==> config.mk <==
export PLATFORM = sky130hd
export DESIGN_NAME = pftb_ctrl
export DESIGN_NICKNAME = d
export VERILOG_FILES = /design/src/pftb_pkg.sv /design/src/pftb_ctrl.sv
export SDC_FILE = /design/constraint.sdc
export NUM_CORES = 1
export LEC_CHECK = 0
export ABC_AREA = 1
export ABC_CLOCK_PERIOD_IN_PS = 1500
export BUFFER_PORTS_ARGS = -buffer_cell sky130_fd_sc_hd__buf_2
export CORE_MARGIN = 4
export CORE_UTILIZATION = 52
export CTS_CLUSTER_DIAMETER = 40
export DETAILED_ROUTE_END_ITERATION = 8
export GPL_ROUTABILITY_DRIVEN = 0
export PLACE_DENSITY = 0.79
export SETUP_SLACK_MARGIN = 0.15
export SYNTH_ARGS = -nofsm -noshare
export SYNTH_HDL_FRONTEND = slang
export SYNTH_SLANG_ARGS = --single-unit
==> constraint.sdc <==
create_clock -name clk_i -period 1.5 [get_ports clk_i]
set_input_delay 0.225 -clock clk_i [delete_from_list [all_inputs] [get_ports clk_i]]
set_output_delay 0.225 -clock clk_i [all_outputs]
set_load 0.01 [all_outputs]
==> src/pftb_pkg.sv <==
`default_nettype none

package pftb_pkg;

  // input item kinds
  localparam logic [1:0] KIND_CONSUME = 2'd0;
  localparam logic [1:0] KIND_SET     = 2'd1;
  localparam logic [1:0] KIND_RESET   = 2'd2;

  // configuration register select, paddr[2]
  localparam logic REG_DEFAULT_RATE  = 1'b0;
  localparam logic REG_DEFAULT_BURST = 1'b1;

  localparam logic [15:0] MS_PER_MIN   = 16'd60000;
  localparam logic [15:0] IDLE_WAIT_MS = 16'd1000;
  localparam logic [15:0] RATE_RESET   = 16'd60;
  localparam logic [15:0] BURST_RESET  = 16'd10;

  // flow index widened so that it compares against any table size
  localparam int unsigned FLOW_EXT_W = 13;

  // wait length divider, 60000 / rate
  localparam int unsigned DIV_W     = 16;
  localparam int unsigned DIV_CNT_W = 5;
  localparam logic [DIV_CNT_W-1:0] PER_ITERS = 5'd16;

  // refill divide: x * 65536 / 60000 == (x << 11) / 1875
  localparam logic [27:0] REFILL_DIVISOR = 28'd1875;
  localparam logic [27:0] REFILL_RECIP   = 28'd146601551;  // ceil(2^38 / 1875)
  localparam logic [3:0]  REFILL_STEPS   = 4'd8;

  typedef struct packed {
    logic clr_wr;
    logic item_load;
    logic mem_rd;
    logic load;
    logic mul;
    logic refill_start;
    logic refill_apply;
    logic per_start;
    logic per_capture;
    logic per_idle;
    logic take;
    logic wait_set;
    logic wb;
    logic out_load;
  } pftb_cmd_t;

  typedef struct packed {
    logic clr_last;
    logic consume;
    logic t_behind;
    logic div_done;
    logic has_token;
    logic rate_zero;
    logic wait_zero;
  } pftb_sts_t;

endpackage

`default_nettype wire

==> src/pftb_ctrl.sv <==
`default_nettype none

module pftb_ctrl (
  input  wire logic                clk_i,
  input  wire logic                rst_ni,
  input  wire logic                in_valid_i,
  output logic                     in_stall_o,
  output logic                     out_valid_o,
  input  wire logic                out_stall_i,
  output pftb_pkg::pftb_cmd_t      cmd_o,
  input  wire pftb_pkg::pftb_sts_t sts_i
);
  import pftb_pkg::*;

  typedef enum logic [11:0] {
    S_CLEAR   = 12'b0000_0000_0001,
    S_IDLE    = 12'b0000_0000_0010,
    S_READ    = 12'b0000_0000_0100,
    S_LOAD    = 12'b0000_0000_1000,
    S_MUL     = 12'b0000_0001_0000,
    S_DIVGO   = 12'b0000_0010_0000,
    S_DIVW    = 12'b0000_0100_0000,
    S_TAKE    = 12'b0000_1000_0000,
    S_PERW    = 12'b0001_0000_0000,
    S_WAITSEL = 12'b0010_0000_0000,
    S_WB      = 12'b0100_0000_0000,
    S_DONE    = 12'b1000_0000_0000
  } state_e;

  state_e state_q, state_d;
  logic   phase_q, phase_d;
  logic   out_valid_q, out_valid_d;
  logic   out_free;

  assign out_free   = !out_valid_q || !out_stall_i;
  assign in_stall_o = state_q != S_IDLE;

  always_comb begin
    cmd_o       = '0;
    state_d     = state_q;
    phase_d     = phase_q;
    out_valid_d = out_valid_q && out_stall_i;
    case (state_q)
      S_CLEAR: begin
        cmd_o.clr_wr = 1'b1;
        if (sts_i.clr_last) state_d = S_IDLE;
      end
      S_IDLE: begin
        if (in_valid_i) begin
          cmd_o.item_load = 1'b1;
          state_d         = S_READ;
        end
      end
      S_READ: begin
        cmd_o.mem_rd = 1'b1;
        state_d      = S_LOAD;
      end
      S_LOAD: begin
        cmd_o.load = 1'b1;
        phase_d    = 1'b0;
        state_d    = sts_i.consume ? S_MUL : S_DONE;
      end
      S_MUL: begin
        cmd_o.mul = 1'b1;
        // clock behind the stamp: no refill
        state_d   = sts_i.t_behind ? S_TAKE : S_DIVGO;
      end
      S_DIVGO: begin
        cmd_o.refill_start = 1'b1;
        state_d            = S_DIVW;
      end
      S_DIVW: begin
        if (sts_i.div_done) begin
          cmd_o.refill_apply = 1'b1;
          state_d            = S_TAKE;
        end
      end
      S_TAKE: begin
        cmd_o.take = 1'b1;
        if (sts_i.has_token || phase_q) begin
          state_d = S_WB;
        end else if (sts_i.rate_zero) begin
          cmd_o.per_idle = 1'b1;
          state_d        = S_WAITSEL;
        end else begin
          cmd_o.per_start = 1'b1;
          state_d         = S_PERW;
        end
      end
      S_PERW: begin
        if (sts_i.div_done) begin
          cmd_o.per_capture = 1'b1;
          state_d           = S_WAITSEL;
        end
      end
      S_WAITSEL: begin
        cmd_o.wait_set = 1'b1;
        if (sts_i.wait_zero) begin
          state_d = S_WB;
        end else begin
          phase_d = 1'b1;
          state_d = S_MUL;
        end
      end
      S_WB: begin
        cmd_o.wb = 1'b1;
        state_d  = S_DONE;
      end
      S_DONE: begin
        if (out_free) begin
          cmd_o.out_load = 1'b1;
          out_valid_d    = 1'b1;
          state_d        = S_IDLE;
        end
      end
      default: begin
        state_d = S_CLEAR;
      end
    endcase
  end

  always_ff @(posedge clk_i or negedge rst_ni) begin
    if (!rst_ni) begin
      state_q     <= S_CLEAR;
      phase_q     <= 1'b0;
      out_valid_q <= 1'b0;
    end else begin
      state_q     <= state_d;
      phase_q     <= phase_d;
      out_valid_q <= out_valid_d;
    end
  end

  assign out_valid_o = out_valid_q;

endmodule

`default_nettype wire

Yosys cells after proc, flatten, opt, wreduce, memory -nomap -nowiden
Index checks and enable logic that the tools add are counted.

Output and inout bits: 16. Register bits: 14.

Muxes and demuxes: 35. Equality and inequality tests: 19. Reduce and logical (&&, ||, !) cells: 8.

Operators with widths (number): 12-bit case mux with 12 select lines (1); 12-bit 2-to-1 mux (7); 1-bit 2-to-1 mux (22); 12-bit by 1-bit == test with 1-bit output (second input constant) (1); 12-bit by 10-bit == test with 1-bit output (second input constant) (1); 12-bit by 11-bit == test with 1-bit output (second input constant) (1); 12-bit == test (second input constant) (1); 12-bit by 2-bit == test with 1-bit output (second input constant) (1); 12-bit by 3-bit == test with 1-bit output (second input constant) (1); 12-bit by 4-bit == test with 1-bit output (second input constant) (1); 12-bit by 5-bit == test with 1-bit output (second input constant) (1); 12-bit by 6-bit == test with 1-bit output (second input constant) (1); 12-bit by 7-bit == test with 1-bit output (second input constant) (1); 12-bit by 8-bit == test with 1-bit output (second input constant) (1); 12-bit by 9-bit == test with 1-bit output (second input constant) (1); 12-bit by 2-bit != test with 1-bit output (second input constant) (1); 2-bit != test (second input constant) (6); 11-bit 2-to-1 mux (1); 10-bit 2-to-1 mux (1); 8-bit 2-to-1 mux (1); 5-bit AND reduction (1); 1-bit zero test (2); 1-bit logical OR (2); 2-bit 2-to-1 mux (1); 4 further kinds (4).

Longest topological paths before layout
Depth in word-level cells: 4. Depth in mapped cells: 8. Gate-level depth less buffers: 8.

Worst setup path before layout
No wires, ideal clock.

Path kind: flip-flop to output port. From: register state_q[8]. To: output cmd_o[6] (netlist bit). Data required time: 1.275 ns. Setup slack: 0.138 ns. Buffers on the path: 0. Arrival: 1.137 ns. Cell stages (with the launch flop): 6. Path through: dfrtp_1 -> nor2_2 -> nand2_4 -> nor2_4 -> nand2_4 -> nor3_1.

RTL lines: start, declared (RTL line pftb_ctrl.sv:30) `state_e state_q, state_d;`; start signal, assigned (RTL line pftb_ctrl.sv:128) `state_q <= state_d;`; end, declared (RTL line pftb_ctrl.sv:10) `output pftb_pkg::pftb_cmd_t cmd_o,`.

==> flow_summary.toml <==
[synth]
yosys_warnings = 0
synth_edf_count = 0
synth_cell_types = 24
synth-main-ff-cell = "dfrtp_1"
synthCells = 154
ys_ff_latch = 14
syn_avg_cell_area_um2 = 6.82
synthArstFlopShare = 1.00
ys_seq_area_frac = 0.335
synthesis.area_um2 = 1050
syn_nets = 165

[cts]
cts.path.max_buffers = 2
cts.sinks = 14
htree_levels = 1
cts_tree = "built"
worstSkewPairLatency_ns = 0.30
clk_pin_slew_worst_paths_ns = 0.10
numCtsBuffers = 3
cts_root_buffer = "clkbuf_4"

[detailed_routing]
drt_iter0_drc = 74
drc = 0
via_count = 1394
wire_per_inst_um = 18.8
first_pass_iters = 4
routed_wirelength_um = 4410
ant_nets = 0
viasPerCell = 5.93

[timing]
rsz0062_at_grt = "true"
hold_viol = 0
min_period_ns = 1.84
slew_headroom = 0.758
drv_slew = 0
worst_slack_ns = -0.337
final-setup-viol-count = 23
fmax_mhz = 544
finalCritPeriodShare = 1.22
tightest_slew_ns = 0.363
finClkSkew_ns = 0.00125

[finish]
design_area_um2 = 1660
n_antenna_cell = 0
fin_cells = 235
drive_gt1_frac = 0.514
nets = 222
area_growth_pct = 58.3

[floorplanning]
dieArea_um2 = 2800
start_util = 0.577
pin_count = 27
die_y_um = 53.0
rows = 15
core_um2 = 1820
die_w_um = 53.0

[grt]
grt_pass1_vias = 1109
grt_pass1_wl_um = 4680
grt_overflow = 0
grt_max_degree = 15
met1_usage = 0.260
antenna_found_initial = 0
use_met3 = 0.0394
grt_usage = 0.234
top_usage_layer = "met2"
use_met2 = 0.424

[worst_setup_path]
worstPathArrival_ns = 1.61
critical_path.cell_chain = "inv_1 > nand2_1 > nor2_1 > nand2_4 > nor2_2 > buf_2"
worst_setup_path_start_kind = "flip-flop"
crit_path_max_fanout = 4
cp_slowest_cell = "dfrtp_1"
cpPeakStageDelay_ns = 0.45
cp.required_ns = 1.27
path_class = "reg -> out"
rr_worst_depth = 10
critical_path.endpoint_type = "output pin"

[power]
switching_share = 0.461
p_leak_nw = 0.967
p_int_uw = 940
peakVddDrop_v = 0.000667
total_power_mw = 1.74
share_seq_of_total_power = 0.278
comb_power_share = 0.575
switching_power_uw = 805
clkPwrFrac = 0.148
p_per_area_nw_per_um2 = 1050

[outcome]
status = "finished with violations"
violations = "negative setup slack"

[place]
portBuffers = 26
place_inst = 204
place_area_um2 = 1210
hpwlAfterDp_um = 1910

[hold_path]
hold_class = "in -> reg"
worstHoldPathCells = 2

[run]
cap_violations = 0
final timing paths:
path                        startpoint           to  slack (ns)
max reg2reg                 state_q[6]   state_q[7]       -0.26
min                           sts_i[4]   state_q[5]        0.09
min in group asynchronous       rst_ni  out_valid_o        0.36
min reg2reg                out_valid_o  out_valid_o        0.52
max                         state_q[6]     cmd_o[4]       -0.34
max in group asynchronous       rst_ni   state_q[0]        0.84
power groups by stage:
| stage | clock, mW | sequential [mW] | combinational, mW |
|---|---|---|---|
| 2_1_floorplan | 0 | 0.465 | 0.431 |
| 3_3_place_gp | 0 | 0.471 | 0.546 |
| 3_5_place_dp | 0 | 0.475 | 0.561 |
| 4_1_cts | 0.237 | 0.477 | 0.711 |
| 5_1_grt | 0.278 | 0.489 | 1.04 |
| 6_report | 0.258 | 0.484 | 1.00 |
cells in the mapped netlist (2+ instances only):
cell type / number / share of area
dfrtp_1: 13 / 0.31
inv_1: 27 / 0.096
nor3_1: 2 / 0.0095
inv_2: 3 / 0.011
nor2_1: 23 / 0.082
nor4_1: 2 / 0.012
nor2_2: 6 / 0.036
nand2_2: 2 / 0.012
nand4_1: 2 / 0.012
nand3_2: 5 / 0.048
nor2_4: 3 / 0.032
nand2_1: 43 / 0.15
nand2_4: 4 / 0.043
nand3_1: 9 / 0.043
state kept, by name, summed over array words and instances (netlist names):
signal / cells
out_valid_o: 1
state_q: 12
phase_q: 1
layout by cell type, fill, tap and decap left out, types with 2 or more instances in the layout:
cell type	instances
clkbuf_4	3
nor2_4	7
nor2_2	8
nand3_4	3
nand2_1	33
nand4_1	2
nor2_1	17
inv_2	5
buf_6	16
buf_4	16
nand3_2	2
nand3_1	9
nand2_4	8
nor3_2	2
nand2_2	8
dfrtp_1	13
buf_2	20
inv_1	23
worst max-delay path: cells and delay by family (launching register included):
| kind | cells | cell delay (ns) |
|---|---|---|
| and+or+nand+nor | 4 | 0.60 |
| DFF | 1 | 0.45 |
| buffers and inverters | 2 | 0.26 |
layout make-up:
type	count	area, µm²
clock buffer	4	26.3
fill	70	156
inverter	30	120
multi-input combinational	109	724
sequential	14	352
tap	25	31.3
timing repair buffer	53	410
logic make-up after synthesis:
kind of cell / share of synthesized area
flip-flops: 0.335
AO/OA/AOI/OAI: 0.0322
buffers and inverters: 0.114
AND/OR/NAND/NOR: 0.519
routing by layer:
metal  share of wire  vias to the layer above
met3           0.098                       44
met5               0                        -
met1            0.35                      637
met2            0.49                      130
met4           0.067                        0
li1                -                      583
metrics by stage:
stage / hold slack [ns] / utilization / setup TNS, ns / setup WS (ns)
6_report: 0.0884 / 0.914 / -5.34 / -0.337
5_1_grt: 0.0964 / 0.914 / -6.45 / -0.387
4_1_cts: 0.0887 / 0.769 / -2.03 / -0.174
3_5_place_dp: 0.148 / 0.665 / 0 / 0.0819
3_3_place_gp: 0.141 / 0.665 / 0 / 0.116
2_1_floorplan: -0.0706 / - / 0 / 0.165
timing repair:
item                                   4_1_cts  5_1_grt
hold buffers                                 1        0
endpoints found under the hold margin       13        0
resized for setup                           20       37
setup endpoints to repair                   17       24
buffers inserted                            10       17
pin swaps                                   16       20
No activity file was read; power rests on OpenSTA's default activity.
